`src/rtl/pointer_axis_sync_reporter_macros.svh`:
```
// assertion macros for the pointer axis sync reporter
`ifndef POINTER_AXIS_SYNC_REPORTER_MACROS_SVH
`define POINTER_AXIS_SYNC_REPORTER_MACROS_SVH
`ifndef SYNTHESIS
`define PASR_ASSERT_IMP(lbl, clk, rst_n, a, b) \
	lbl: assert property (@(posedge clk) disable iff (!rst_n) (a) |-> (b)) \
		else $error("pasr assertion failed");
`define PASR_ASSERT_NXT(lbl, clk, rst_n, a, b) \
	lbl: assert property (@(posedge clk) disable iff (!rst_n) (a) |=> (b)) \
		else $error("pasr assertion failed");
`else
`define PASR_ASSERT_IMP(lbl, clk, rst_n, a, b)
`define PASR_ASSERT_NXT(lbl, clk, rst_n, a, b)
`endif
`endif

```
`src/rtl/pasr_pkg.sv`:
```
// types, constants and the sine table of the pointer axis sync reporter
`timescale 1ns / 1ps
package pasr_pkg;

	localparam int MAX_AXES       = 16;
	localparam int AXIS_COUNT_DEF = 16;
	localparam int ADDR_W         = 5;
	localparam int QUOT_W         = 16;
	localparam int NUM_W          = 48;
	localparam int DEN_W          = 32;
	localparam int MUL_A_W        = 33;
	localparam int MUL_B_W        = 17;
	localparam int PROD_W         = MUL_A_W + MUL_B_W;

	localparam logic CMD_UPDATE = 1'b0;
	localparam logic CMD_SYNC   = 1'b1;

	localparam logic [2:0] REG_PRESENT  = 3'd0;
	localparam logic [2:0] REG_RAW_XMIN = 3'd1;
	localparam logic [2:0] REG_RAW_XMAX = 3'd2;
	localparam logic [2:0] REG_RAW_YMIN = 3'd3;
	localparam logic [2:0] REG_RAW_YMAX = 3'd4;
	localparam logic [2:0] REG_AREA_SZ  = 3'd5;
	localparam logic [2:0] REG_AREA_OFS = 3'd6;
	localparam logic [2:0] REG_ORIENT   = 3'd7;

	localparam logic [9:0] DEG_90  = 10'd90;
	localparam logic [9:0] DEG_45  = 10'd45;
	localparam logic [9:0] DEG_135 = 10'd135;
	localparam logic [9:0] DEG_180 = 10'd180;
	localparam logic [9:0] DEG_225 = 10'd225;
	localparam logic [9:0] DEG_270 = 10'd270;
	localparam logic [9:0] DEG_315 = 10'd315;
	localparam logic [9:0] DEG_360 = 10'd360;

	typedef struct packed {
		logic              command;
		logic [3:0]        axis_index;
		logic signed [31:0] axis_value;
		logic              axis_mode;
	} item_t;

	typedef struct packed {
		logic              run_absolute;
		logic [3:0]        run_first_axis;
		logic [4:0]        run_length;
		logic [3:0]        out_axis;
		logic signed [31:0] out_value;
		logic              last_in_run;
		logic              last_of_sync;
	} result_t;

	typedef struct packed {
		logic [15:0]        present_mask;
		logic signed [31:0] raw_x_min;
		logic signed [31:0] raw_x_max;
		logic signed [31:0] raw_y_min;
		logic signed [31:0] raw_y_max;
		logic [31:0]        area_size;
		logic [31:0]        area_offset;
		logic [10:0]        orientation;
	} cfg_t;

	typedef struct packed {
		logic              start;
		logic [NUM_W-1:0]  num;
		logic [DEN_W-1:0]  den;
	} div_req_t;

	typedef logic [90:0][14:0] sin_tab_t;

	// long division towards zero, only run while the table is built
	function automatic longint div_trunc(input longint n, input longint d);
		logic [63:0] un;
		logic [63:0] ud;
		logic [63:0] q;
		logic [63:0] r;
		logic        neg;
		neg = (n < 0) != (d < 0);
		un  = (n < 0) ? 64'(-n) : 64'(n);
		ud  = (d < 0) ? 64'(-d) : 64'(d);
		q   = '0;
		r   = '0;
		for (int b = 63; b >= 0; b--) begin
			r = {r[62:0], un[b]};
			if (r >= ud) begin
				r    = r - ud;
				q[b] = 1'b1;
			end
		end
		return neg ? -longint'(q) : longint'(q);
	endfunction

	// quarter wave of round(16384*sin(k deg)) from a Q30 series
	function automatic sin_tab_t build_sin_table();
		sin_tab_t t;
		longint   x;
		longint   x2;
		longint   term;
		longint   sum;
		t = '0;
		for (int k = 0; k <= 90; k++) begin
			x = div_trunc(longint'(k) * 64'sd3373259426 + 64'sd90, 64'sd180);
			x2 = (x * x) >>> 30;
			term = x;
			sum = x;
			for (int n = 1; n <= 7; n++) begin
				term = div_trunc(-(term * x2), 64'sd1073741824 * longint'(2 * n)
					* longint'(2 * n + 1));
				sum = sum + term;
			end
			if (sum < 0) sum = 0;
			t[k] = 15'((sum + 64'sd32768) >>> 16);
		end
		return t;
	endfunction

	localparam sin_tab_t SIN_TAB = build_sin_table();

	// angle below 360
	function automatic logic signed [15:0] sin_q14(input logic [9:0] d);
		logic signed [15:0] r;
		if (d <= DEG_90)
			r = $signed({1'b0, SIN_TAB[7'(d)]});
		else if (d <= DEG_180)
			r = $signed({1'b0, SIN_TAB[7'(DEG_180 - d)]});
		else if (d <= DEG_270)
			r = -$signed({1'b0, SIN_TAB[7'(d - DEG_180)]});
		else
			r = -$signed({1'b0, SIN_TAB[7'(DEG_360 - d)]});
		return r;
	endfunction

endpackage

```
`src/rtl/pasr_mul.sv`:
```
// shared signed multiplier with registered product
`timescale 1ns / 1ps
module pasr_mul (
	input  logic                               clk,
	input  logic signed [pasr_pkg::MUL_A_W-1:0] a,
	input  logic signed [pasr_pkg::MUL_B_W-1:0] b,
	output logic signed [pasr_pkg::PROD_W-1:0]  prod
);

	logic signed [pasr_pkg::PROD_W-1:0] prod_q;

	always_ff @(posedge clk) begin
		prod_q <= pasr_pkg::PROD_W'(a) * pasr_pkg::PROD_W'(b);
	end

	assign prod = prod_q;

endmodule

```
`config.mk`:
```
export PLATFORM = sky130hd
export DESIGN_NAME = pasr_mul
export DESIGN_NICKNAME = d
export VERILOG_FILES = /design/src/rtl/pointer_axis_sync_reporter_macros.svh /design/src/rtl/pasr_pkg.sv /design/src/rtl/pasr_mul.sv
export SDC_FILE = /design/constraint.sdc
export NUM_CORES = 2
export LEC_CHECK = 0
export BUFFER_PORTS_ARGS = -buffer_cell sky130_fd_sc_hd__buf_4
export CAP_MARGIN = 20
export CORE_UTILIZATION = 60
export DETAILED_ROUTE_END_ITERATION = 16
export GPL_ROUTABILITY_DRIVEN = 0
export PLACE_DENSITY = 0.85
export SLEW_MARGIN = 10
export SYNTH_ARGS = -nofsm -noshare
export SYNTH_HDL_FRONTEND = slang
export SYNTH_SLANG_ARGS = --single-unit
```
`constraint.sdc`:
```
create_clock -name clk -period 12.1 [get_ports clk]
set_clock_uncertainty 0.15 [all_clocks]
set_input_delay 0 -clock clk [delete_from_list [all_inputs] [get_ports clk]]
set_output_delay 0 -clock clk [all_outputs]
set_load 0.01 [all_outputs]
```
==> metrics.md <==
| Metric | Value |
|---|---|
| Hold Path Depth | 3 |
| Die W | about 180 µm |
| Max reg flops | 50 |
| Antenna violations before repair | 1 |
| Worst path arrival time | ~6.6 ns |
| Number of flops mapped to enable cells by yosys | 0 |
| Max Buffers Root-to-Sink | 2 |
| Xor and xnor fraction of the mapped netlist area | 0.0218 |
| Crit path kind | primary input to flip-flop |
| Peak Freq | ~0.15 GHz |
| Die Area | 34200 µm² |
| Clk sinks | 50 |
| Vias | 14800 |
| Post-Synth Adder-Cell Area | 0.607 |
| Mux contribution to synthesized area | 0.000997 |
| Status | finished clean |
| Total CTS buffers | 5 |
| Post-synthesis compound-gate area fraction | 0.0472 |
| Hold Crit Class | primary input to flip-flop |
| Avg Cell Area, Syn | around 9.3 µm² |
| Setup crit start kind | primary input |
| Setup TNS | 0 ns |
| DRT iter0 DRCs | between 1000 and 1500 |
| Initial core utilization | 0.614 |
| CP max FO | 27 |
| Die height | 185 µm |
| Mean routed wirelength per cell | ~19 µm |
| Core ar. | approximately 33000 µm² |
| Worst EP required | between 10 and 15 ns |
| Fillcell total | about 2600 |
| Drt pass-1 iters | 5 |
| #FFs+latches synth | 50 |
| DP Wirelength | ~39 mm |
| Mapped cell area | around 20000 µm² |
| Worst slew pin tran | 0.846 ns |
| Synth unique cells | between 50 and 60 |
| CP Capture Type | flip-flop |
| Synth async-reset ratio | 0 |
| Clock transition at path regs | roughly 0.07 ns |
| Period utilization | 0.536 |
| Crit path time final | roughly 6.5 ns |
| Largest net degree at the start of global routing | 34 |
| Ys flop type | dfxtp_1 |
| Synth Warn # | 0 |
| Post-CTS Setup Inserts | 0 |
| Clk root buf | clkbuf_16 |
| Slew margin rel. | 0.432 |
| Vias in the first global route | 16900 |
| Post-synthesis simple-gate area fraction | 0.161 |
| Total nets after synthesis | between 2000 and 3000 |
| Vias/cell | around 5.6 |
| Diode count | 0 |
| Max Slew Vio Count | 0 |
| RSZ-0062 raised after global routing | false |
| I/O Buffers | 100 |
| Fin nets | between 2000 and 3000 |
| H-tree depth reported by CTS | 2 |
| Max-Cap Viols | 0 |
| Total Routing Usage GR | 0.320 |
| Total grt overflow | 0 |
| Final ANT Viol Nets | 0 |
| # resized after CTS | 0 |
| Main combinational cell family by area after synthesis | adder cells |
| First-pass GRT wire length | 83.3 mm |
| Area Overhead vs Synth | 5.84% |
| # DRC | 0 |
| Syn Inst Count | about 2200 |
| CTS tree | yes |
| Endpoints failing setup | 0 |
| I/O pins | 101 |
| Final Hold Viols | 0 |
| DRT Wirelength | a little under 50 mm |
| Share of cells above drive strength 1 | 0.0611 |
| FP Rows | 66 |
| CTS Hold Bufs | 2 |
| Sequential-to-total area share from yosys stat | 0.0498 |
[critical path, stage by stage]
cell and delay [ns]:
buf_4 0.14, clkinv_1 0.67, nor2_1 0.38, fa_1 0.49, fa_1 0.54, fa_1 0.45
fa_1 0.49, fa_1 0.50, inv_1 0.05, fa_1 0.49, inv_1 0.04, ha_1 0.41
and3_4 0.24, nor3b_1 0.41, nand2_1 0.13, a21oi_2 0.25, a21oi_2 0.19, a211oi_2 0.33
mux2i_1 0.24, nand3_1 0.09
[routing by layer]
metal / vias to the layer above / global-route usage / share of wire
li1: 6269 / - / -
met1: 7603 / 0.387 / 0.36
met2: 764 / 0.544 / 0.50
met3: 164 / 0.0663 / 0.092
met4: 0 / 0.159 / 0.044
met5: - / 0 / 0
[worst paths after layout]
kind | startpoint | to | slack, ns
worst min-delay path | a[1] | prod[1]$_DFF_P_ | 0.09
worst max-delay path | b[16] | prod[46]$_DFF_P_ | 5.61
[stage by stage]
stage | util | area, µm² | setup slack (ns) | hold WS (ns) | cells
floorplan | - | 20100 | 6.49 | -0.0227 | 2154
global placement | 0.644 | 21100 | 5.65 | 0.241 | 2610
detailed placement | 0.644 | 21100 | 5.36 | 0.239 | 2610
CTS | 0.650 | 21300 | 5.70 | 0.0608 | 2620
global route | 0.650 | 21300 | 5.22 | 0.112 | 2620
finish | 0.650 | 21300 | 5.61 | 0.0881 | 2620
[layout by cell type, fill, tap and decap left out, types with 4 or more instances in the layout]
master,count
a211oi_1,5
a21o_1,15
a21oi_1,43
a21oi_2,8
and2_1,232
and3_1,5
buf_4,100
clkbuf_16,5
dfxtp_1,50
fa_1,536
ha_1,117
inv_1,511
nand2_1,323
nand2b_1,14
nand3_1,9
nand4_1,4
nor2_1,48
nor2b_1,7
nor3_1,11
o21a_1,5
o21ai_0,18
o21bai_1,9
xnor2_1,40
xor2_1,10
[synth_stat cells (10+ instances only)]
cell	n	area [µm²]
nor2_1	48	180
nand2b_1	14	87.6
a21o_1	15	113
nor3_1	11	55.1
dfxtp_1	50	1000
a21oi_1	43	215
nand2_1	323	1210
fa_1	536	10700
xor2_1	10	87.6
clkbuf_1	85	319
inv_1	511	1920
ha_1	117	1460
and2_1	232	1450
o21ai_0	18	90.1
xnor2_1	40	350
[cell type report]
cell class	count	area (µm²)	area share
inverter	512	1920	0.0904
clock inverter	3	47.5	0.00224
multi-input combinational	1506	16800	0.792
sequential	50	1000	0.0471
tap	442	553	0.0260
timing repair buffer	102	771	0.0363
clock buffer	5	125	0.00589
[cell families (layout without fill, tap and decap cells)]
| family | Yosys count | in the layout |
|---|---|---|
| flip-flops | 50 | 50 |
| AND/OR/NAND/NOR | 666 | 666 |
| buffers and inverters | 598 | 622 |
| AO/OA/AOI/OAI | 135 | 135 |
| XOR/XNOR | 50 | 50 |
| adder cells (fa/ha/maj) | 653 | 653 |
| multiplexers | 2 | 2 |
Power is left out: the tool's default activity adds up to more than one toggle a clock period on the data nets, which glitch-free logic cannot reach.
