## config.mk

```make
export PLATFORM = sky130hd
export DESIGN_NAME = pasr_div
export DESIGN_NICKNAME = d
export VERILOG_FILES = /design/src/rtl/pointer_axis_sync_reporter_macros.svh /design/src/rtl/pasr_pkg.sv /design/src/rtl/pasr_div.sv
export SDC_FILE = /design/constraint.sdc
export NUM_CORES = 1
export LEC_CHECK = 0
export ABC_CLOCK_PERIOD_IN_PS = 6800
export BUFFER_PORTS_ARGS = -buffer_cell sky130_fd_sc_hd__buf_2
export CORE_MARGIN = 4
export CORE_UTILIZATION = 50
export CTS_BUF_LIST = sky130_fd_sc_hd__clkbuf_2
export DETAILED_ROUTE_END_ITERATION = 8
export GPL_TIMING_DRIVEN = 0
export HOLD_SLACK_MARGIN = 0.05
export PLACE_DENSITY_LB_ADDON = 0.08
export SLEW_MARGIN = 15
export SYNTH_ARGS = -nofsm -noshare
export SYNTH_HDL_FRONTEND = slang
export SYNTH_SLANG_ARGS = --single-unit
```

## constraint.sdc

```tcl
create_clock -name clk -period 6.8 [get_ports clk]
set_input_delay 1.36 -clock clk [delete_from_list [all_inputs] [get_ports clk]]
set_output_delay 1.36 -clock clk [all_outputs]
set_load 0.005 [all_outputs]
```

## src/rtl/pointer_axis_sync_reporter_macros.svh

```systemverilog
// assertion macros for the pointer axis sync reporter
`ifndef POINTER_AXIS_SYNC_REPORTER_MACROS_SVH
`define POINTER_AXIS_SYNC_REPORTER_MACROS_SVH
`ifndef SYNTHESIS
`define PASR_ASSERT_IMP(lbl, clk, rst_n, a, b) \
	lbl: assert property (@(posedge clk) disable iff (!rst_n) (a) |-> (b)) \
		else $error("pasr assertion failed");
`define PASR_ASSERT_NXT(lbl, clk, rst_n, a, b) \
	lbl: assert property (@(posedge clk) disable iff (!rst_n) (a) |=> (b)) \
		else $error("pasr assertion failed");
`else
`define PASR_ASSERT_IMP(lbl, clk, rst_n, a, b)
`define PASR_ASSERT_NXT(lbl, clk, rst_n, a, b)
`endif
`endif

```

## src/rtl/pasr_pkg.sv

```systemverilog
// types, constants and the sine table of the pointer axis sync reporter
`timescale 1ns / 1ps
package pasr_pkg;

	localparam int MAX_AXES       = 16;
	localparam int AXIS_COUNT_DEF = 16;
	localparam int ADDR_W         = 5;
	localparam int QUOT_W         = 16;
	localparam int NUM_W          = 48;
	localparam int DEN_W          = 32;
	localparam int MUL_A_W        = 33;
	localparam int MUL_B_W        = 17;
	localparam int PROD_W         = MUL_A_W + MUL_B_W;

	localparam logic CMD_UPDATE = 1'b0;
	localparam logic CMD_SYNC   = 1'b1;

	localparam logic [2:0] REG_PRESENT  = 3'd0;
	localparam logic [2:0] REG_RAW_XMIN = 3'd1;
	localparam logic [2:0] REG_RAW_XMAX = 3'd2;
	localparam logic [2:0] REG_RAW_YMIN = 3'd3;
	localparam logic [2:0] REG_RAW_YMAX = 3'd4;
	localparam logic [2:0] REG_AREA_SZ  = 3'd5;
	localparam logic [2:0] REG_AREA_OFS = 3'd6;
	localparam logic [2:0] REG_ORIENT   = 3'd7;

	localparam logic [9:0] DEG_90  = 10'd90;
	localparam logic [9:0] DEG_45  = 10'd45;
	localparam logic [9:0] DEG_135 = 10'd135;
	localparam logic [9:0] DEG_180 = 10'd180;
	localparam logic [9:0] DEG_225 = 10'd225;
	localparam logic [9:0] DEG_270 = 10'd270;
	localparam logic [9:0] DEG_315 = 10'd315;
	localparam logic [9:0] DEG_360 = 10'd360;

	typedef struct packed {
		logic              command;
		logic [3:0]        axis_index;
		logic signed [31:0] axis_value;
		logic              axis_mode;
	} item_t;

	typedef struct packed {
		logic              run_absolute;
		logic [3:0]        run_first_axis;
		logic [4:0]        run_length;
		logic [3:0]        out_axis;
		logic signed [31:0] out_value;
		logic              last_in_run;
		logic              last_of_sync;
	} result_t;

	typedef struct packed {
		logic [15:0]        present_mask;
		logic signed [31:0] raw_x_min;
		logic signed [31:0] raw_x_max;
		logic signed [31:0] raw_y_min;
		logic signed [31:0] raw_y_max;
		logic [31:0]        area_size;
		logic [31:0]        area_offset;
		logic [10:0]        orientation;
	} cfg_t;

	typedef struct packed {
		logic              start;
		logic [NUM_W-1:0]  num;
		logic [DEN_W-1:0]  den;
	} div_req_t;

	typedef logic [90:0][14:0] sin_tab_t;

	// long division towards zero, only run while the table is built
	function automatic longint div_trunc(input longint n, input longint d);
		logic [63:0] un;
		logic [63:0] ud;
		logic [63:0] q;
		logic [63:0] r;
		logic        neg;
		neg = (n < 0) != (d < 0);
		un  = (n < 0) ? 64'(-n) : 64'(n);
		ud  = (d < 0) ? 64'(-d) : 64'(d);
		q   = '0;
		r   = '0;
		for (int b = 63; b >= 0; b--) begin
			r = {r[62:0], un[b]};
			if (r >= ud) begin
				r    = r - ud;
				q[b] = 1'b1;
			end
		end
		return neg ? -longint'(q) : longint'(q);
	endfunction

	// quarter wave of round(16384*sin(k deg)) from a Q30 series
	function automatic sin_tab_t build_sin_table();
		sin_tab_t t;
		longint   x;
		longint   x2;
		longint   term;
		longint   sum;
		t = '0;
		for (int k = 0; k <= 90; k++) begin
			x = div_trunc(longint'(k) * 64'sd3373259426 + 64'sd90, 64'sd180);
			x2 = (x * x) >>> 30;
			term = x;
			sum = x;
			for (int n = 1; n <= 7; n++) begin
				term = div_trunc(-(term * x2), 64'sd1073741824 * longint'(2 * n)
					* longint'(2 * n + 1));
				sum = sum + term;
			end
			if (sum < 0) sum = 0;
			t[k] = 15'((sum + 64'sd32768) >>> 16);
		end
		return t;
	endfunction

	localparam sin_tab_t SIN_TAB = build_sin_table();

	// angle below 360
	function automatic logic signed [15:0] sin_q14(input logic [9:0] d);
		logic signed [15:0] r;
		if (d <= DEG_90)
			r = $signed({1'b0, SIN_TAB[7'(d)]});
		else if (d <= DEG_180)
			r = $signed({1'b0, SIN_TAB[7'(DEG_180 - d)]});
		else if (d <= DEG_270)
			r = -$signed({1'b0, SIN_TAB[7'(d - DEG_180)]});
		else
			r = -$signed({1'b0, SIN_TAB[7'(DEG_360 - d)]});
		return r;
	endfunction

endpackage

```

## src/rtl/pasr_div.sv

```systemverilog
// restoring divider, one quotient bit a cycle
`timescale 1ns / 1ps
module pasr_div (
	input  logic                        clk,
	input  logic                        arst_n,
	input  pasr_pkg::div_req_t          req,
	output logic [pasr_pkg::QUOT_W-1:0] quot,
	output logic                        done
);

	localparam int NW = pasr_pkg::NUM_W;
	localparam int KW = $clog2(pasr_pkg::QUOT_W);

	logic                        busy_q;
	logic                        done_q;
	logic [KW-1:0]               k_q;
	logic [NW-1:0]               rem_q;
	logic [pasr_pkg::DEN_W-1:0]  den_q;
	logic [pasr_pkg::QUOT_W-1:0] q_q;
	logic [NW:0]                 trial;

	assign trial = {1'b0, rem_q} - ({(NW + 1 - pasr_pkg::DEN_W)'(0), den_q} << k_q);
	assign quot  = q_q;
	assign done  = done_q;

	always_ff @(posedge clk or negedge arst_n) begin
		if (!arst_n) begin
			busy_q <= 1'b0;
			done_q <= 1'b0;
		end else begin
			done_q <= 1'b0;
			if (req.start) begin
				busy_q <= 1'b1;
			end else if (busy_q && k_q == '0) begin
				busy_q <= 1'b0;
				done_q <= 1'b1;
			end
		end
	end

	always_ff @(posedge clk) begin
		if (req.start) begin
			rem_q <= req.num;
			den_q <= req.den;
			k_q   <= KW'(pasr_pkg::QUOT_W - 1);
			q_q   <= '0;
		end else if (busy_q) begin
			if (!trial[NW]) begin
				rem_q    <= trial[NW-1:0];
				q_q[k_q] <= 1'b1;
			end
			k_q <= k_q - 1'b1;
		end
	end

endmodule

```

==> run summary <==
clk_skew -> 0.0463 ns
relative slew slack -> 0.524
Clock Tree Buf Depth -> 2
DR vias -> 7305
number of global-route vias before repair -> 6784
Max Freq -> 0.176 GHz
top-count cell post-synth -> nand2_1
P_sw -> 0.00184 W
Ports -> 100
Crit. End Element -> register
worst reg2reg setup slack -> 1.12 ns
1st-iter DRT viols -> 561
placed cell count -> 1229
pwr dens -> 416 nW/um^2
drt first pass iters -> 5
slack of the critical path -> 1.12 ns
max cap viols -> 0
status -> finished clean
most common flop cell mapped by yosys -> edfxtp_1
Synth cell types -> 68
first-pass GRT wire length -> 36200 um
final hold vios -> 0
worst slew pin tran -> 0.714 ns
die area -> 18500 sq um
Storage cell area -> 2850 sq um
Final Non-Filler Cells -> 1245
Reg power frac -> 0.265
synthesized cell area -> 8180 sq um
total negative slack -> 0 ns
Initial Util -> 0.513
Sink Count -> 102
CTS tree -> done
post-synth top area share -> 0.294
final WL -> 23200 um
Clock transition at path regs -> 0.30 ns
post-route DRC violation count -> 0
synth top area cells -> edfxtp_1 (29%), ha_1 (8.1%), nand2_1 (6.7%)
combinational share of power -> 0.657
Avg Vias per Cell -> 5.87
switch share -> 0.489
gr ovfl total -> 0
# rows -> 46
VDD IR max -> 234 uV
Post-DP HPWL -> 18300 um
critical path arrival -> 6.00 ns
Hold-fix buffers, CTS -> 0
Post-synth top cells -> nand2_1 (145), edfxtp_1 (80), o21ai_0 (76), a21oi_1 (74), nor2_1 (65)
Mean Syn Cell Area -> 8.94 sq um
clock share of power -> 0.078
Setup crit start -> k_q[0]$_SDFFE_PP1P_
post-synthesis cell count -> 914
largest net degree at the start of global routing -> 49
Num CTS Buffers -> 9
worst-path fanout max -> 48
Post-DP Area -> 8950 sq um
unrepaired setup endpoints after global routing -> false
Synth async-reset ratio -> 0.0196
Post CTS Setup Buffer Count -> 0
Fin Hold WS -> 0.427 ns
leak pwr -> 3.76 nW
core footprint -> 15900 sq um
routed length per instance -> 18.6 um
min Tclk post-route -> 5.68 ns
Seq cells post-synth -> 102
crit start category -> register
Post-synth EDFFs -> 80
reg-to-reg startpoint -> k_q[0]$_SDFFE_PP1P_
die width -> 136 um
Area growth syn-to-layout -> 10.7%
max-slew violations -> 0
proportion of layout cells with a drive suffix above 1 -> 0.175
worst hold path class -> input pin to async pin
crit path kind -> register to register
Yosys top cell by area -> edfxtp_1
post-CTS sizing -> 0
FF-to-FF path depth -> 19
initial antenna violation count -> 0
Tcrit/Tclk final -> 0.835
Pint -> 0.00192 W
fin nets -> 1161
root buffer cell -> clkbuf_2
YS warnings -> 0
area of the multi-input gates -> 4980 sq um
Ant. Diodes -> 0
pre-CTS setup slack -> 1.19 ns
Skew-Pair Late Insertion Delay -> 0.66 ns
Total GRT Usage -> 0.252
die height -> 136 um
number of port buffers -> 99
syn_nets -> 1051
CP endpoint -> rem_q[20]$_DFFE_PP_
cell area after layout -> 9050 sq um
R2R Path End -> rem_q[20]$_DFFE_PP_
Routed Antenna Nets -> 0
H-Tree Depth -> 3
setup violators final -> 0
fill count -> 1555
placer congestion estimate -> 0.943
Worst EP required -> 7.12 ns
sequential share of the synthesized area -> 0.349
worst min path at each step:
stage,startpoint,cells past startpoint,endpoint
final,arst_n,1,done$_DFF_PN0_
after global routing,arst_n,1,done$_DFF_PN0_
after CTS,arst_n,1,busy_q$_DFFE_PN0P_
after detailed placement,quot[6]$_SDFFE_PP0P_,2,quot[6]$_SDFFE_PP0P_
after global placement,quot[6]$_SDFFE_PP0P_,2,quot[6]$_SDFFE_PP0P_
after floorplan,quot[10]$_SDFFE_PP0P_,2,quot[10]$_SDFFE_PP0P_
cell usage in the layout, fill, tap and decap left out, types with 18 or more instances in the layout:
cell | synthesis | final
o21ai_0 | 76 | 76
nand2_1 | 145 | 144
ha_1 | 53 | 53
edfxtp_1 | 80 | 80
mux4_2 | 18 | 18
mux2_2 | 19 | 19
a21oi_1 | 74 | 74
xnor2_1 | 26 | 26
clkbuf_1 | 39 | 39
nor2_1 | 65 | 65
buf_2 | 7 | 106
inv_1 | 34 | 34
dfxtp_1 | 20 | 20
mux2i_1 | 27 | 27
cell families (layout without fill, tap and decap cells):
kind of cell	after synthesis	in the layout	share of synthesized area
and+or+nand+nor	289	289	0.155
AOI/OAI and AO/OA	273	273	0.215
DFF	102	102	0.349
buffers and inverters	89	204	0.0429
muxes	64	64	0.109
adders and majority gates	54	54	0.0836
xor gates and xnor gates	43	43	0.0461
per-stage QoR:
stage	utilization	power, W
final	0.568	0.00376
after CTS	0.568	0.00373
after global placement	0.561	0.00342
after detailed placement	0.561	0.00342
after floorplan	-	0.00287
after global routing	0.568	0.00409
critical path, stage by stage (launching register included):
cell and delay, ns:
dfxtp_1 0.42, clkbuf_1 0.32, buf_1 0.58, buf_2 0.37
a211oi_1 0.10, a21oi_1 0.34, mux2i_1 0.19, nand2_1 0.11
o21ai_0 0.19, ha_1 0.33, buf_2 0.17, nand2_1 0.08
o211ai_1 0.19, a21oi_1 0.14, a2111oi_4 0.49, nor3_2 0.11
o31ai_4 0.29, a21oi_2 0.20, buf_6 0.19, nand2_4 0.50
area by class of cell:
cell class                 count  area share
buffer                        54      0.0242
clock buffer                  10     0.00553
clock inverter                 6     0.00581
inverter                      35      0.0145
multi-input combinational    723       0.550
sequential                   102       0.315
tap                          216      0.0299
timing repair buffer          99      0.0547
per-layer routing:
layer / vias up / track usage / wire [um]
met4: 0 / 0.0644 / 515
li1: 3603 / - / -
met1: 3425 / 0.357 / 10800
met3: 29 / 0.0437 / 1410
met2: 248 / 0.402 / 10500
met5: - / 0 / 0
power groups by stage:
stage	clock network, W	logic, W	registers, W
floorplan	0	0.00188	0.000985
global placement	0	0.00240	0.00101
detailed placement	0	0.00241	0.00101
CTS	0.000306	0.00243	0.000998
global route	0.000328	0.00274	0.00101
finish	0.000295	0.00247	0.000997
flip-flops by register name (all words and copies together) (netlist names):
| name | cells |
|---|---|
| rem_q | 48 |
| den_q | 32 |
| quot | 16 |
| k_q | 4 |
| busy_q | 1 |
| done | 1 |
Note: power is estimated with default switching activity, not from simulation.
