[src/rtl/pointer_axis_sync_reporter_macros.svh]
// assertion macros for the pointer axis sync reporter
`ifndef POINTER_AXIS_SYNC_REPORTER_MACROS_SVH
`define POINTER_AXIS_SYNC_REPORTER_MACROS_SVH
`ifndef SYNTHESIS
`define PASR_ASSERT_IMP(lbl, clk, rst_n, a, b) \
	lbl: assert property (@(posedge clk) disable iff (!rst_n) (a) |-> (b)) \
		else $error("pasr assertion failed");
`define PASR_ASSERT_NXT(lbl, clk, rst_n, a, b) \
	lbl: assert property (@(posedge clk) disable iff (!rst_n) (a) |=> (b)) \
		else $error("pasr assertion failed");
`else
`define PASR_ASSERT_IMP(lbl, clk, rst_n, a, b)
`define PASR_ASSERT_NXT(lbl, clk, rst_n, a, b)
`endif
`endif

[src/rtl/pasr_pkg.sv]
// types, constants and the sine table of the pointer axis sync reporter
`timescale 1ns / 1ps
package pasr_pkg;

	localparam int MAX_AXES       = 16;
	localparam int AXIS_COUNT_DEF = 16;
	localparam int ADDR_W         = 5;
	localparam int QUOT_W         = 16;
	localparam int NUM_W          = 48;
	localparam int DEN_W          = 32;
	localparam int MUL_A_W        = 33;
	localparam int MUL_B_W        = 17;
	localparam int PROD_W         = MUL_A_W + MUL_B_W;

	localparam logic CMD_UPDATE = 1'b0;
	localparam logic CMD_SYNC   = 1'b1;

	localparam logic [2:0] REG_PRESENT  = 3'd0;
	localparam logic [2:0] REG_RAW_XMIN = 3'd1;
	localparam logic [2:0] REG_RAW_XMAX = 3'd2;
	localparam logic [2:0] REG_RAW_YMIN = 3'd3;
	localparam logic [2:0] REG_RAW_YMAX = 3'd4;
	localparam logic [2:0] REG_AREA_SZ  = 3'd5;
	localparam logic [2:0] REG_AREA_OFS = 3'd6;
	localparam logic [2:0] REG_ORIENT   = 3'd7;

	localparam logic [9:0] DEG_90  = 10'd90;
	localparam logic [9:0] DEG_45  = 10'd45;
	localparam logic [9:0] DEG_135 = 10'd135;
	localparam logic [9:0] DEG_180 = 10'd180;
	localparam logic [9:0] DEG_225 = 10'd225;
	localparam logic [9:0] DEG_270 = 10'd270;
	localparam logic [9:0] DEG_315 = 10'd315;
	localparam logic [9:0] DEG_360 = 10'd360;

	typedef struct packed {
		logic              command;
		logic [3:0]        axis_index;
		logic signed [31:0] axis_value;
		logic              axis_mode;
	} item_t;

	typedef struct packed {
		logic              run_absolute;
		logic [3:0]        run_first_axis;
		logic [4:0]        run_length;
		logic [3:0]        out_axis;
		logic signed [31:0] out_value;
		logic              last_in_run;
		logic              last_of_sync;
	} result_t;

	typedef struct packed {
		logic [15:0]        present_mask;
		logic signed [31:0] raw_x_min;
		logic signed [31:0] raw_x_max;
		logic signed [31:0] raw_y_min;
		logic signed [31:0] raw_y_max;
		logic [31:0]        area_size;
		logic [31:0]        area_offset;
		logic [10:0]        orientation;
	} cfg_t;

	typedef struct packed {
		logic              start;
		logic [NUM_W-1:0]  num;
		logic [DEN_W-1:0]  den;
	} div_req_t;

	typedef logic [90:0][14:0] sin_tab_t;

	// long division towards zero, only run while the table is built
	function automatic longint div_trunc(input longint n, input longint d);
		logic [63:0] un;
		logic [63:0] ud;
		logic [63:0] q;
		logic [63:0] r;
		logic        neg;
		neg = (n < 0) != (d < 0);
		un  = (n < 0) ? 64'(-n) : 64'(n);
		ud  = (d < 0) ? 64'(-d) : 64'(d);
		q   = '0;
		r   = '0;
		for (int b = 63; b >= 0; b--) begin
			r = {r[62:0], un[b]};
			if (r >= ud) begin
				r    = r - ud;
				q[b] = 1'b1;
			end
		end
		return neg ? -longint'(q) : longint'(q);
	endfunction

	// quarter wave of round(16384*sin(k deg)) from a Q30 series
	function automatic sin_tab_t build_sin_table();
		sin_tab_t t;
		longint   x;
		longint   x2;
		longint   term;
		longint   sum;
		t = '0;
		for (int k = 0; k <= 90; k++) begin
			x = div_trunc(longint'(k) * 64'sd3373259426 + 64'sd90, 64'sd180);
			x2 = (x * x) >>> 30;
			term = x;
			sum = x;
			for (int n = 1; n <= 7; n++) begin
				term = div_trunc(-(term * x2), 64'sd1073741824 * longint'(2 * n)
					* longint'(2 * n + 1));
				sum = sum + term;
			end
			if (sum < 0) sum = 0;
			t[k] = 15'((sum + 64'sd32768) >>> 16);
		end
		return t;
	endfunction

	localparam sin_tab_t SIN_TAB = build_sin_table();

	// angle below 360
	function automatic logic signed [15:0] sin_q14(input logic [9:0] d);
		logic signed [15:0] r;
		if (d <= DEG_90)
			r = $signed({1'b0, SIN_TAB[7'(d)]});
		else if (d <= DEG_180)
			r = $signed({1'b0, SIN_TAB[7'(DEG_180 - d)]});
		else if (d <= DEG_270)
			r = -$signed({1'b0, SIN_TAB[7'(d - DEG_180)]});
		else
			r = -$signed({1'b0, SIN_TAB[7'(DEG_360 - d)]});
		return r;
	endfunction

endpackage

[src/rtl/pasr_cfg.sv]
// configuration register bank behind the apb-style port
`timescale 1ns / 1ps
module pasr_cfg (
	input  logic                        clk,
	input  logic                        arst_n,
	input  logic                        psel,
	input  logic                        penable,
	input  logic                        pwrite,
	input  logic [pasr_pkg::ADDR_W-1:0] paddr,
	input  logic [31:0]                 pwdata,
	output logic [31:0]                 prdata,
	output logic                        pready,
	output pasr_pkg::cfg_t              cfg
);

	pasr_pkg::cfg_t cfg_q;
	logic [2:0]     idx;

	assign idx    = paddr[4:2];
	assign pready = 1'b1;
	assign cfg    = cfg_q;

	always_ff @(posedge clk or negedge arst_n) begin
		if (!arst_n) begin
			cfg_q.present_mask <= 16'd3;
			cfg_q.raw_x_min    <= '0;
			cfg_q.raw_x_max    <= 32'sd4095;
			cfg_q.raw_y_min    <= '0;
			cfg_q.raw_y_max    <= 32'sd4095;
			cfg_q.area_size    <= '0;
			cfg_q.area_offset  <= '0;
			cfg_q.orientation  <= '0;
		end else if (psel && penable && pwrite) begin
			unique case (idx)
				pasr_pkg::REG_PRESENT:  cfg_q.present_mask <= pwdata[15:0];
				pasr_pkg::REG_RAW_XMIN: cfg_q.raw_x_min    <= $signed(pwdata);
				pasr_pkg::REG_RAW_XMAX: cfg_q.raw_x_max    <= $signed(pwdata);
				pasr_pkg::REG_RAW_YMIN: cfg_q.raw_y_min    <= $signed(pwdata);
				pasr_pkg::REG_RAW_YMAX: cfg_q.raw_y_max    <= $signed(pwdata);
				pasr_pkg::REG_AREA_SZ:  cfg_q.area_size    <= pwdata;
				pasr_pkg::REG_AREA_OFS: cfg_q.area_offset  <= pwdata;
				pasr_pkg::REG_ORIENT:   cfg_q.orientation  <= pwdata[10:0];
				default: ;
			endcase
		end
	end

	always_comb begin
		unique case (idx)
			pasr_pkg::REG_PRESENT:  prdata = {16'd0, cfg_q.present_mask};
			pasr_pkg::REG_RAW_XMIN: prdata = cfg_q.raw_x_min;
			pasr_pkg::REG_RAW_XMAX: prdata = cfg_q.raw_x_max;
			pasr_pkg::REG_RAW_YMIN: prdata = cfg_q.raw_y_min;
			pasr_pkg::REG_RAW_YMAX: prdata = cfg_q.raw_y_max;
			pasr_pkg::REG_AREA_SZ:  prdata = cfg_q.area_size;
			pasr_pkg::REG_AREA_OFS: prdata = cfg_q.area_offset;
			pasr_pkg::REG_ORIENT:   prdata = {21'd0, cfg_q.orientation};
			default:                prdata = '0;
		endcase
	end

endmodule

[config.mk]
export PLATFORM = sky130hd
export DESIGN_NAME = pasr_cfg
export DESIGN_NICKNAME = d
export VERILOG_FILES = /design/src/rtl/pointer_axis_sync_reporter_macros.svh /design/src/rtl/pasr_pkg.sv /design/src/rtl/pasr_cfg.sv
export SDC_FILE = /design/constraint.sdc
export NUM_CORES = 1
export LEC_CHECK = 0
export BUFFER_PORTS_ARGS = -buffer_cell sky130_fd_sc_hd__buf_2
export CAP_MARGIN = 40
export CORE_ASPECT_RATIO = 1.4
export CORE_MARGIN = 8
export CORE_UTILIZATION = 42
export DETAILED_ROUTE_END_ITERATION = 8
export PLACE_DENSITY = 0.67
export SLEW_MARGIN = 5
export SYNTH_ARGS = -nofsm -noshare
export SYNTH_HDL_FRONTEND = slang
export SYNTH_SLANG_ARGS = --single-unit
[constraint.sdc]
create_clock -name clk -period 2.3 [get_ports clk]
set_input_delay 0.46 -clock clk [delete_from_list [all_inputs] [get_ports clk]]
set_output_delay 0.46 -clock clk [all_outputs]
set_load 0.02 [all_outputs]
==> results_tabular.tex, run 1 <==
\begin{tabular}{lr}
\hline
Metric & Value \\
\hline
\multicolumn{2}{l}{\textbf{Die}} \\
\quad Initial core utilization & a little over two fifths \\
\quad Number of standard-cell rows in the floorplan & 67 \\
\quad Top-level port count & 294 \\
\quad Die height & around 200 um \\
\quad Total core area & $\sim$24000 um2 \\
\quad Die Outline Area & between 20000 and 30000 um2 \\
\quad Die X & 146 um \\
\multicolumn{2}{l}{\textbf{Setup path}} \\
\quad CP Buf/Inv Count & 1 \\
\quad Kind of critical path & reg -> out \\
\quad Startpoint kind of the worst setup timing path & flip-flop \\
\quad Type of element capturing the critical path & output pin \\
\quad Worst endpoint required time & about 1800 ps \\
\quad Crit path max-delay cell type & sky130\_fd\_sc\_hd\_\_mux4\_2 \\
\quad Maximum single-stage delay on the critical path & roughly 500 ps \\
\quad Cell-by-cell trace of the critical path & mux4\_2, mux2\_4, buf\_6 \\
\quad Maximum fanout encountered on the critical timing path & 3 \\
\quad Largest delay share family, worst path & multiplexers \\
\quad Arr. time, crit path & 1810 ps \\
\multicolumn{2}{l}{\textbf{Drt}} \\
\quad Count of nets left with antenna violations after detail routing & 0 \\
\quad First drt pass iteration count & 4 \\
\quad Total via count after detailed routing & approximately 7300 \\
\quad Post-DR vias/cell & between 5 and 6 \\
\quad Routed Wire Length & between 30000 and 40000 um \\
\quad Residual DRC & 0 \\
\quad Number of design-rule violations left by the first detailed-router iteration & roughly 320 \\
\quad Wirelength per Cell & roughly 23 um \\
\multicolumn{2}{l}{\textbf{Power and ir drop}} \\
\quad Final total power & 12.9 mW \\
\quad Pleak & between 6 and 7 nW \\
\quad VDD IR max & 0.911 mV \\
\quad Pwr per Cell Area & $\sim$980 nW/um2 \\
\multicolumn{2}{l}{\textbf{STA}} \\
\quad Period Utilization, post-route & 98.5\% \\
\quad Sum of negative setup slack & 0 ps \\
\quad Final min period & $\sim$2300 ps \\
\quad Fin. Hold Viols & 0 \\
\quad Number of max-slew violations in the final report & 0 \\
\quad Unrepaired setup endpoints after global routing & yes \\
\quad Max Freq & 0.441 GHz \\
\quad Final Skew & 0 ps \\
\quad Remaining max-slew budget at the tightest pin & 65.9\% \\
\quad Setup Viol. Count Final & 0 \\
\quad Measured slew at the worst slew-check pin & between 500 and 600 ps \\
\multicolumn{2}{l}{\textbf{Synthesis}} \\
\quad Number of synthesized flops with an enable pin & 0 \\
\quad Post-Synthesis Net Count & approximately 730 \\
\quad Proportion of register bits with asynchronous set or reset after synthesis & 100\% \\
\quad FF+latch count, synth & between 200 and 250 \\
\quad Ranking of synthesized cells by area & sky130\_fd\_sc\_hd\_\_dfrtp\_1 48\%, sky130\_fd\_sc\_hd\_\_mux2\_2 25\%, sky130\_fd\_sc\_hd\_\_dfstp\_2 6.8\%, sky130\_fd\_sc\_hd\_\_mux4\_2 3.8\%, sky130\_fd\_sc\_hd\_\_mux2i\_1 3.1\% \\
\quad Post-synth cell types & 36 \\
\quad Syn\_area\_per\_cell & around 14 um2 \\
\quad Most common cell in the synthesized netlist & sky130\_fd\_sc\_hd\_\_mux2\_2 \\
\quad Proportion of synthesized chip area in sequential cells & between 50\% and 60\% \\
\quad Commonest register cell after synthesis & sky130\_fd\_sc\_hd\_\_dfrtp\_1 \\
\quad Biggest area consumer among synthesized cells & sky130\_fd\_sc\_hd\_\_dfrtp\_1 \\
\quad Most common library cells after synthesis & 223 x sky130\_fd\_sc\_hd\_\_mux2\_2, 193 x sky130\_fd\_sc\_hd\_\_dfrtp\_1, 31 x sky130\_fd\_sc\_hd\_\_mux2i\_1 \\
\quad Proportion of netlist area held by the largest area contributor & between 40\% and 50\% \\
\quad Warning count from the yosys run & 0 \\
\quad Synth Cell Area & between 9000 and 10000 um2 \\
\quad Number of instances in the synthesized netlist & between 600 and 700 \\
\multicolumn{2}{l}{\textbf{Finish}} \\
\quad Number of inserted diodes & 0 \\
\quad Net count reported at finish & between 1000 and 1500 \\
\quad Fill cell count & just over 2000 \\
\quad Final core utilization & $\sim$56\% \\
\quad Largest register FFs & 219 \\
\quad Area growth from synthesis to layout & 32.1\% \\
\quad Finished Layout Cells & approximately 1400 \\
\quad Proportion of layout cells with a drive suffix above 1 & between 60\% and 70\% \\
\multicolumn{2}{l}{\textbf{CTS}} \\
\quad Number of H-tree levels & 1 \\
\quad TritonCTS clock tree & yes \\
\quad Root buf cell & sky130\_fd\_sc\_hd\_\_clkbuf\_16 \\
\quad Latest clock arrival within the worst-skew pair & roughly 500 ps \\
\quad Num Clock Sinks & roughly 220 \\
\quad Clock-pin slew reported for the worst setup and hold paths after clock tree synthesis & approximately 70 ps \\
\quad Clock buffer depth & 3 \\
\quad Total clock buffers created by CTS & 23 \\
\multicolumn{2}{l}{\textbf{Global routing}} \\
\quad Number of global-route vias before repair & approximately 7900 \\
\quad Global-route wire length before repair & 47800 um \\
\quad Number of antenna violations at the first check in global routing & 0 \\
\quad Total GRT Usage & about a fifth \\
\quad Total congestion overflow after global routing & 0 \\
\quad Largest net degree at the start of global routing & 53 \\
\multicolumn{2}{l}{\textbf{Placement}} \\
\quad GP Congestion & 0.784 \\
\quad Cell count after placement & about 1300 \\
\quad Port bufs & a little under 300 \\
\quad HPWL reported at the end of detailed placement & 22200 um \\
\multicolumn{2}{l}{\textbf{Job}} \\
\quad Number of maximum-capacitance constraint violations & 0 \\
\multicolumn{2}{l}{\textbf{Status}} \\
\quad Outcome & finished, final reports clean \\
\multicolumn{2}{l}{\textbf{Min path}} \\
\quad Kind of path behind the tightest hold check & in -> reg \\
\hline
\end{tabular}
[layer usage]
| layer | global-route usage, % | vias up | part of all wire, % |
|---|---|---|---|
| li1 | - | 3207 | - |
| met1 | 25.2 | 3745 | 40 |
| met2 | 36.2 | 283 | 50 |
| met3 | 6.35 | 47 | 8.8 |
| met4 | 4.98 | 0 | 2.1 |
| met5 | 0 | - | 0 |
[cell type report]
| class | count | area [um2] | share of cell area (%) |
|---|---|---|---|
| sequential | 219 | 5510 | 41.8 |
| multi-input combinational | 421 | 4260 | 32.3 |
| timing repair buffer | 356 | 2230 | 16.9 |
| clock buffer | 33 | 673 | 5.10 |
| tap | 310 | 388 | 2.94 |
| clock inverter | 8 | 123 | 0.929 |
| inverter | 3 | 11.3 | 0.0853 |
[per-stage QoR]
step / setup slack [ps] / area [um2] / hold slack (ps)
after detailed placement: 31.2 / 12300 / 486
final: 34.7 / 13200 / 240
after CTS: 0.783 / 13100 / 219
after global routing: -14.8 / 13200 / 232
after floorplan: 119 / 9990 / 164
after global placement: 16.4 / 12300 / 486
[logic make-up after synthesis]
family                 Yosys count  synth area share [%]
multiplexers                   288                  34.0
AO/OA/AOI/OAI                   68                  4.71
buffers and inverters           50                  2.78
other                            1                0.0375
AND/OR/NAND/NOR                 64                  3.33
flip-flops                     219                  55.2
[power by group]
part | internal (mW) | leakage, nW | switching, mW
sequential | 4.68 | 2.73 | 0.600
combinational | 1.61 | 3.39 | 2.15
clock | 2.37 | 0.394 | 1.53
total | 8.67 | 6.52 | 4.28
[worst paths after layout]
check                                 from        end  slack, ps  cells past startpoint
worst min register to register    cfg[215]   cfg[215]        510                      1
worst min-delay path            pwdata[20]   cfg[159]        240                      2
max in group asynchronous           arst_n    cfg[86]       1050                      3
worst max register to register     cfg[12]    cfg[12]       1300                      3
worst max-delay path                cfg[7]  prdata[7]         30                      3
min in group asynchronous           arst_n    cfg[95]        510                      2
[placed cells by master, fill, tap and decap left out, drive strengths merged, types with 4 or more instances in the layout]
| cell | instances |
|---|---|
| a221oi | 15 |
| clkbuf | 34 |
| buf | 354 |
| clkinv | 4 |
| mux2i | 31 |
| nand2b | 4 |
| o221ai | 5 |
| a31oi | 4 |
| nor2b | 9 |
| a22o | 4 |
| mux4 | 17 |
| dfrtp | 193 |
| inv | 4 |
| dfstp | 26 |
| a21oi | 26 |
| mux2 | 240 |
| nand2 | 13 |
| nor2 | 29 |
[what timing repair did]
| item | CTS | global route |
|---|---|---|
| gates resized for setup | 3 | 20 |
| endpoints found under the hold margin | 45 | 0 |
| buffers inserted | 3 | 6 |
| pin swaps | 0 | 3 |
| endpoints found under the setup margin | 4 | 12 |
| hold buffers | 1 | 0 |
Note: power is estimated with default switching activity, not from simulation.
==> inputs of run 2 (changes only) <==
--- a/config.mk
+++ b/config.mk
@@ -5,6 +5,7 @@
 export SDC_FILE = /design/constraint.sdc
 export NUM_CORES = 1
 export LEC_CHECK = 0
+export ABC_AREA = 1
 export BUFFER_PORTS_ARGS = -buffer_cell sky130_fd_sc_hd__buf_2
 export CAP_MARGIN = 40
 export CORE_ASPECT_RATIO = 1.4
==> run 2 against run 1 <==
Against the previous run:
- critical path depth up 4
- final area decreased by 2.0%
- combinational power rose by 2%
- die area is 2.2% higher
==> results_tabular.tex, run 2 <==
\begin{tabular}{lr}
\hline
Metric & Value \\
\hline
\multicolumn{2}{l}{\textbf{Status}} \\
\quad Outcome & finished, final reports clean \\
\multicolumn{2}{l}{\textbf{Drt}} \\
\quad Post-DR vias/cell & 5.25 (-2.8\%) \\
\quad Residual DRC & 0 (unchanged) \\
\quad First drt pass iteration count & 5 (+1) \\
\quad Wirelength per Cell & 19.5 um (-15\%) \\
\quad Routed Wire Length & 36000 um (+15\%) \\
\quad Total via count after detailed routing & 9651 (+33\%) \\
\quad Count of nets left with antenna violations after detail routing & 0 (unchanged) \\
\quad Number of design-rule violations left by the first detailed-router iteration & 596 (+88\%) \\
\multicolumn{2}{l}{\textbf{Finish}} \\
\quad Area growth from synthesis to layout & 26.4\% \\
\quad Leading cell type in the layout, fill and taps excluded & sky130\_fd\_sc\_hd\_\_buf\_2 \\
\quad Largest register FFs & 219 (unchanged) \\
\quad Final core utilization & 53.9\% (-1.9 points) \\
\quad Proportion of layout cells with a drive suffix above 1 & 28.4\% (-36 points) \\
\quad Net count reported at finish & 1555 (+46\%) \\
\quad Commonest cells after routing, fill and taps aside & 287 x sky130\_fd\_sc\_hd\_\_buf\_2, 232 x sky130\_fd\_sc\_hd\_\_nand2\_1, 193 x sky130\_fd\_sc\_hd\_\_dfrtp\_1 \\
\quad Finished Layout Cells & 1840 (+36\%) \\
\multicolumn{2}{l}{\textbf{CTS}} \\
\quad Num Clock Sinks & 219 (unchanged) \\
\quad Total clock buffers created by CTS & 23 (unchanged) \\
\quad TritonCTS clock tree & yes \\
\quad Number of H-tree levels & 1 (unchanged) \\
\quad Latest clock arrival within the worst-skew pair & 500 ps (about the same) \\
\quad Clock-pin slew reported for the worst setup and hold paths after clock tree synthesis & 60 ps (about the same) \\
\quad Root buf cell & sky130\_fd\_sc\_hd\_\_clkbuf\_16 \\
\quad Clock buffer depth & 3 (unchanged) \\
\multicolumn{2}{l}{\textbf{Global routing}} \\
\quad Number of global-route vias before repair & 9792 (+23\%) \\
\quad Total congestion overflow after global routing & 0 (unchanged) \\
\quad Total GRT Usage & 23.9\% (+2.9 points) \\
\quad Number of antenna violations at the first check in global routing & 3 (+3) \\
\quad Global-route wire length before repair & 56200 um (+18\%) \\
\quad Largest net degree at the start of global routing & 85 (+60\%) \\
\multicolumn{2}{l}{\textbf{Setup path}} \\
\quad Largest delay share family, worst path & buffers and inverters \\
\quad Type of element capturing the critical path & output pin \\
\quad Cell-by-cell trace of the critical path & buf\_2, inv\_6, nand3\_4, inv\_2, a21oi\_1, nand3b\_1, buf\_2 \\
\quad Most repeated library cell on the critical path & sky130\_fd\_sc\_hd\_\_buf\_2 \\
\quad Maximum single-stage delay on the critical path & 270 ps (-230 ps) \\
\quad Worst endpoint required time & 1840 ps (about the same) \\
\quad Startpoint kind of the worst setup timing path & primary input \\
\quad Maximum fanout encountered on the critical timing path & 26 (+23) \\
\quad Crit path max-delay cell type & sky130\_fd\_sc\_hd\_\_inv\_2 \\
\quad Register-to-register setup slack & 1480 ps (+180 ps) \\
\quad Kind of critical path & in -> out \\
\quad Arr. time, crit path & 1740 ps (-70 ps) \\
\quad CP Buf/Inv Count & 4 (+3) \\
\multicolumn{2}{l}{\textbf{Placement}} \\
\quad HPWL reported at the end of detailed placement & 25800 um (+16\%) \\
\quad Port bufs & 290 (unchanged) \\
\quad Cell count after placement & 1797 (+38\%) \\
\quad GP Congestion & 0.917 (+17\%) \\
\multicolumn{2}{l}{\textbf{STA}} \\
\quad Final Skew & 0 ps (unchanged) \\
\quad Period Utilization, post-route & 95.6\% (-2.9 points) \\
\quad Fin. Hold Viols & 0 (unchanged) \\
\quad Sum of negative setup slack & 0 ps (unchanged) \\
\quad Unrepaired setup endpoints after global routing & yes \\
\quad Max Freq & 0.455 GHz (+3.1\%) \\
\quad Final min period & 2200 ps (-67.6 ps) \\
\quad Setup Viol. Count Final & 0 (unchanged) \\
\quad Post-Route Hold Slack & 189 ps (-51.0 ps) \\
\quad Number of max-slew violations in the final report & 0 (unchanged) \\
\multicolumn{2}{l}{\textbf{Synthesis}} \\
\quad Commonest register cell after synthesis & sky130\_fd\_sc\_hd\_\_dfrtp\_1 \\
\quad Proportion of netlist area held by the largest area contributor & 47.2\% (-1.1 points) \\
\quad Post-Synthesis Net Count & 1272 (+74\%) \\
\quad Proportion of register bits with asynchronous set or reset after synthesis & 100\% (unchanged) \\
\quad Post-synth cell types & 28 (-22\%) \\
\quad Most common cell in the synthesized netlist & sky130\_fd\_sc\_hd\_\_nand2\_1 \\
\quad Ranking of synthesized cells by area & sky130\_fd\_sc\_hd\_\_dfrtp\_1 47\%, sky130\_fd\_sc\_hd\_\_nand2\_1 8.5\%, sky130\_fd\_sc\_hd\_\_dfstp\_2 6.7\%, sky130\_fd\_sc\_hd\_\_nor2\_1 6.6\%, sky130\_fd\_sc\_hd\_\_o21ai\_0 5.8\% \\
\quad Syn\_area\_per\_cell & 8.32 um2 (-43\%) \\
\quad Biggest area consumer among synthesized cells & sky130\_fd\_sc\_hd\_\_dfrtp\_1 \\
\quad Synth Cell Area & 10200 um2 (+2.4\%) \\
\quad Warning count from the yosys run & 0 (unchanged) \\
\quad FF+latch count, synth & 219 (unchanged) \\
\quad Most common library cells after synthesis & 232 x sky130\_fd\_sc\_hd\_\_nand2\_1, 193 x sky130\_fd\_sc\_hd\_\_dfrtp\_1, 181 x sky130\_fd\_sc\_hd\_\_nor2\_1 \\
\quad Number of synthesized flops with an enable pin & 0 (unchanged) \\
\quad Proportion of synthesized chip area in sequential cells & 53.9\% (-1.3 points) \\
\quad Number of instances in the synthesized netlist & 1230 (+78\%) \\
\multicolumn{2}{l}{\textbf{Die}} \\
\quad Die height & 201 um (+1.1\%) \\
\quad Number of standard-cell rows in the floorplan & 67 (unchanged) \\
\quad Initial core utilization & 42.7\% (+0.41 points) \\
\quad Die X & 148 um (+1.1\%) \\
\quad Top-level port count & 294 (unchanged) \\
\quad Total core area & 24000 um2 (+1.4\%) \\
\quad Die Outline Area & 29700 um2 (+2.2\%) \\
\multicolumn{2}{l}{\textbf{Power and ir drop}} \\
\quad Pwr per Cell Area & 989 nW/um2 (+0.83\%) \\
\quad Final total power & 12.8 mW (-1.2\%) \\
\quad Pleak & 6.69 nW (+2.6\%) \\
\quad VDD IR max & 0.701 mV (-23\%) \\
\multicolumn{2}{l}{\textbf{Job}} \\
\quad Number of maximum-capacitance constraint violations & 0 (unchanged) \\
\multicolumn{2}{l}{\textbf{Min path}} \\
\quad Kind of path behind the tightest hold check & in -> reg \\
\hline
\end{tabular}
run 2: cell count changes after synthesis, sizes merged, moves of 11 or more:
cell / change
nand3: +54
nor2: +157
nand2: +221
buf: +30
o21ai: +168
nand4: +74
mux2: -240
nand3b: +11
a221oi: -15
inv: +116
mux2i: -31
mux4: -17
a21oi: +49
run 2: path summary, 6_finish.rpt:
path	cells past startpoint	start	endpoint
min	3	pwdata[5]	cfg[16]
min reg2reg	2	cfg[150]	cfg[150]
max in group asynchronous	3	arst_n	cfg[84]
min in group asynchronous	2	arst_n	cfg[31]
max reg2reg	2	cfg[80]	cfg[80]
max	7	paddr[4]	prdata[30]
run 2: cell families after synthesis:
group           share of synthesized area, %
flops                                   53.9
other cells                           0.0366
compound gates                          12.7
simple gates                            24.4
buf+inv                                 9.02
run 2: cell type report:
cell class	instances	area, um2
sequential	219	5510
clock buffer	36	664
antenna	1	2.50
inverter	119	457
multi-input combinational	809	3800
timing repair buffer	341	2060
fill	2303	11000
clock inverter	5	52.6
tap	310	388
run 2: per-layer routing:
metal  vias up  global-route usage (%)  share of wire [%]
li1       4576                       -                  -
met1      4574                    28.0                 39
met2       406                    40.5                 49
met3        91                    6.14                8.9
met4         4                    9.97                3.9
met5         -                       0              0.056
run 2: repair_timing:
action | 4_1_cts | 5_1_grt
pin swaps | 0 | 1
resized for setup | 1 | 4
endpoints found under the hold margin | 44 | 0
setup buffers | 0 | 0
setup endpoints to repair | 1 | 17
hold buffers | 1 | 0
run 2: power by group:
| part | switching (mW) | internal, mW |
|---|---|---|
| Sequential | 0.619 | 4.75 |
| Clock | 1.48 | 2.09 |
| Combinational | 2.63 | 1.22 |
| Total | 4.73 | 8.06 |
run 2: worst register-to-register path, stage by stage (launching register included):
cell                      delay (ps)
sky130_fd_sc_hd__dfstp_2         560
sky130_fd_sc_hd__nor2_1           60
sky130_fd_sc_hd__a21oi_1         140
run 2: metrics by stage:
step,worst slack [ps],cell area [um2]
detailed placement,-2.85,12200
global placement,5.05,12200
CTS,3.49,12900
global route,-4.05,12900
finish,102,12900
floorplan,451,10200
==> inputs of run 3 (changes only) <==
--- a/config.mk
+++ b/config.mk
@@ -7,13 +7,11 @@
 export LEC_CHECK = 0
 export ABC_AREA = 1
 export BUFFER_PORTS_ARGS = -buffer_cell sky130_fd_sc_hd__buf_2
-export CAP_MARGIN = 40
 export CORE_ASPECT_RATIO = 1.4
 export CORE_MARGIN = 8
 export CORE_UTILIZATION = 42
 export DETAILED_ROUTE_END_ITERATION = 8
-export PLACE_DENSITY = 0.67
-export SLEW_MARGIN = 5
+export PLACE_DENSITY = 0.73
 export SYNTH_ARGS = -nofsm -noshare
 export SYNTH_HDL_FRONTEND = slang
 export SYNTH_SLANG_ARGS = --single-unit
==> run 3 against run 2 <==
Against the previous run:
- count of clock-buffer cells in the layout down 4
- highest routed layer unchanged
- critical path type unchanged
- critical path depth up 1
- maximum frequency up 0.31%
- wire length up 1.3%
==> results_tabular.tex, run 3 (synthesis results as in run 2) <==
\begin{tabular}{lr}
\hline
Metric & Value \\
\hline
\multicolumn{2}{l}{\textbf{Drt}} \\
\quad Routed Wire Length & 36400 um (+1.3\%) \\
\quad Wirelength per Cell & 19.9 um (+2.0\%) \\
\quad First drt pass iteration count & 5 (unchanged) \\
\quad Post-DR vias/cell & 5.35 (+1.9\%) \\
\quad Number of design-rule violations left by the first detailed-router iteration & 537 (-9.9\%) \\
\quad Count of nets left with antenna violations after detail routing & 0 (unchanged) \\
\quad Residual DRC & 0 (unchanged) \\
\quad Total via count after detailed routing & 9761 (+1.1\%) \\
\multicolumn{2}{l}{\textbf{Die}} \\
\quad Number of standard-cell rows in the floorplan & 67 (unchanged) \\
\quad Die height & 201 um (unchanged) \\
\quad Top-level port count & 294 (unchanged) \\
\quad Initial core utilization & 42.7\% (unchanged) \\
\quad Die X & 148 um (unchanged) \\
\quad Die Outline Area & 29700 um2 (unchanged) \\
\quad Total core area & 24000 um2 (unchanged) \\
\multicolumn{2}{l}{\textbf{Global routing}} \\
\quad Largest net degree at the start of global routing & 80 (-5.9\%) \\
\quad Total congestion overflow after global routing & 0 (unchanged) \\
\quad Global-route wire length before repair & 56600 um (+0.65\%) \\
\quad Number of global-route vias before repair & 9913 (+1.2\%) \\
\quad Number of antenna violations at the first check in global routing & 1 (-2) \\
\quad Total GRT Usage & 24.2\% (+0.31 points) \\
\multicolumn{2}{l}{\textbf{CTS}} \\
\quad TritonCTS clock tree & yes \\
\quad Clock buffer depth & 3 (unchanged) \\
\quad Num Clock Sinks & 219 (unchanged) \\
\quad Root buf cell & sky130\_fd\_sc\_hd\_\_clkbuf\_16 \\
\quad Number of H-tree levels & 1 (unchanged) \\
\quad Total clock buffers created by CTS & 22 (-4.3\%) \\
\quad Latest clock arrival within the worst-skew pair & 500 ps (about the same) \\
\quad Clock-pin slew reported for the worst setup and hold paths after clock tree synthesis & 60 ps (about the same) \\
\multicolumn{2}{l}{\textbf{Setup path}} \\
\quad Startpoint kind of the worst setup timing path & primary input \\
\quad Critical path destination & prdata[9] \\
\quad Type of element capturing the critical path & output pin \\
\quad Maximum fanout encountered on the critical timing path & 28 (+7.7\%) \\
\quad Maximum single-stage delay on the critical path & 270 ps (about the same) \\
\quad Total number of cells along the worst setup path & 8 (+1) \\
\quad Reg-to-reg endpoint & cfg[85] \\
\quad Kind of critical path & in -> out \\
\quad CP Buf/Inv Count & 4 (unchanged) \\
\quad Cell-by-cell trace of the critical path & clkbuf\_4, inv\_4, buf\_12, nand4\_1, nand2\_1, nor2\_1, nand3\_1, buf\_2 \\
\quad Register-to-register setup slack & 1500 ps (+20 ps) \\
\quad Worst endpoint required time & 1840 ps (about the same) \\
\quad Largest delay share family, worst path & buffers and inverters \\
\quad Crit. Startpoint & paddr[3] \\
\quad Arr. time, crit path & 1730 ps (about the same) \\
\quad Start of the worst register-to-register path & cfg[85] \\
\quad Crit path max-delay cell type & sky130\_fd\_sc\_hd\_\_clkbuf\_4 \\
\quad FF-to-FF path depth & 2 (unchanged) \\
\multicolumn{2}{l}{\textbf{Min path}} \\
\quad Kind of path behind the tightest hold check & in -> reg \\
\multicolumn{2}{l}{\textbf{STA}} \\
\quad Max Freq & 0.456 GHz (+0.31\%) \\
\quad Number of max-slew violations in the final report & 0 (unchanged) \\
\quad Period Utilization, post-route & 95.3\% (-0.30 points) \\
\quad Final setup margin & 109 ps (+6.89 ps) \\
\quad Measured slew at the worst slew-check pin & approximately 930 ps \\
\quad Final Skew & 0 ps (unchanged) \\
\quad Unrepaired setup endpoints after global routing & no \\
\quad Sum of negative setup slack & 0 ps (unchanged) \\
\quad Fin. Hold Viols & 0 (unchanged) \\
\quad Remaining max-slew budget at the tightest pin & a little under two fifths \\
\quad Final min period & 2190 ps (-6.89 ps) \\
\quad Setup Viol. Count Final & 0 (unchanged) \\
\multicolumn{2}{l}{\textbf{Status}} \\
\quad Outcome & finished, final reports clean \\
\multicolumn{2}{l}{\textbf{Placement}} \\
\quad Setup WS pre-CTS & -43.7 ps (-40.9 ps) \\
\quad HPWL reported at the end of detailed placement & 25900 um (+0.38\%) \\
\quad Port bufs & 290 (unchanged) \\
\quad GP Congestion & 0.877 (-4.3\%) \\
\multicolumn{2}{l}{\textbf{Power and ir drop}} \\
\quad Pwr per Cell Area & 1020 nW/um2 (+3.6\%) \\
\quad Pleak & 6.70 nW (+0.13\%) \\
\quad VDD IR max & 0.680 mV (-3.1\%) \\
\quad Final total power & 13.3 mW (+3.9\%) \\
\multicolumn{2}{l}{\textbf{Finish}} \\
\quad Proportion of layout cells with a drive suffix above 1 & 28.3\% (-0.13 points) \\
\quad Largest register FFs & 219 (unchanged) \\
\quad Area growth from synthesis to layout & 26.8\% \\
\quad Net count reported at finish & 1541 (-0.90\%) \\
\quad Leading cell type in the layout, fill and taps excluded & sky130\_fd\_sc\_hd\_\_buf\_2 \\
\quad Commonest cells after routing, fill and taps aside & 288 x sky130\_fd\_sc\_hd\_\_buf\_2, 232 x sky130\_fd\_sc\_hd\_\_nand2\_1, 193 x sky130\_fd\_sc\_hd\_\_dfrtp\_1 \\
\multicolumn{2}{l}{\textbf{Job}} \\
\quad Number of maximum-capacitance constraint violations & 0 (unchanged) \\
\hline
\end{tabular}
==> run 3: cell count changes in the layout (fill, tap and decap cells not counted) <==
cell,previous run,this run
sky130_fd_sc_hd__bufinv_16,1,4
sky130_fd_sc_hd__clkbuf_1,9,1
sky130_fd_sc_hd__or2_4,0,1
sky130_fd_sc_hd__or2_2,1,0
sky130_fd_sc_hd__buf_6,2,3
sky130_fd_sc_hd__buf_4,33,16
sky130_fd_sc_hd__clkbuf_8,4,8
sky130_fd_sc_hd__buf_2,287,288
sky130_fd_sc_hd__buf_12,16,18
sky130_fd_sc_hd__inv_4,2,3
sky130_fd_sc_hd__inv_6,1,0
==> run 3: how the worst min path moves through the flow <==
stage                         start  endpoint  slack [ps]  cells after the start
after CTS                 pwdata[8]   cfg[19]         170                      3
after floorplan              arst_n    cfg[0]         160                      0
after global routing      pwdata[7]   cfg[18]         180                      3
after global placement       arst_n   cfg[31]         330                      1
after detailed placement     arst_n   cfg[63]         330                      1
final                     pwdata[9]   cfg[20]         180                      3
==> run 3: area by class of cell <==
type / count / area [um2]
Multi-Input combinational cell: 809 / 3800
Fill cell: 2238 / 11000
Clock buffer: 32 / 689
Clock inverter: 8 / 143
Tap cell: 310 / 388
Timing Repair Buffer: 328 / 1990
Antenna cell: 1 / 2.50
Sequential cell: 219 / 5510
Inverter: 119 / 454
==> run 3: worst min-delay path, cell delays in order <==
cell and delay (ps):
sky130_fd_sc_hd__buf_2 80, sky130_fd_sc_hd__nand2_1 40, sky130_fd_sc_hd__o21ai_0 60
==> run 3: routing by layer <==
layer	track usage, %	vias to the layer above	part of all wire [%]
li1	-	4548	-
met1	27.7	4690	38
met2	42.1	427	49
met3	4.69	94	7.7
met4	12.1	2	5.0
met5	0	-	0.022
==> run 3: power by group <==
part | total (mW) | leakage, nW | internal [mW] | switching [mW]
sequential | 5.39 | 2.65 | 4.75 | 0.643
combinational | 3.84 | 3.64 | 1.21 | 2.63
clock | 4.06 | 0.411 | 2.53 | 1.53
==> run 3: repair_timing <==
| action | 4_1_cts | 5_1_grt |
|---|---|---|
| resized for setup | 0 | 4 |
| setup endpoints to repair | 11 | 11 |
| hold endpoints to repair | 25 | 0 |
| setup buffers | 1 | 0 |
| pin swaps | 1 | 0 |
| hold buffers | 1 | 0 |
==> run 3: through the flow <==
step	hold WS (ps)	util, %	cells	cell area [um2]
global route	183	54.1	1825	13000
global placement	328	50.5	1783	12100
CTS	165	54.1	1825	13000
floorplan	164	-	1230	10200
finish	181	54.1	1826	13000
detailed placement	332	50.5	1783	12100
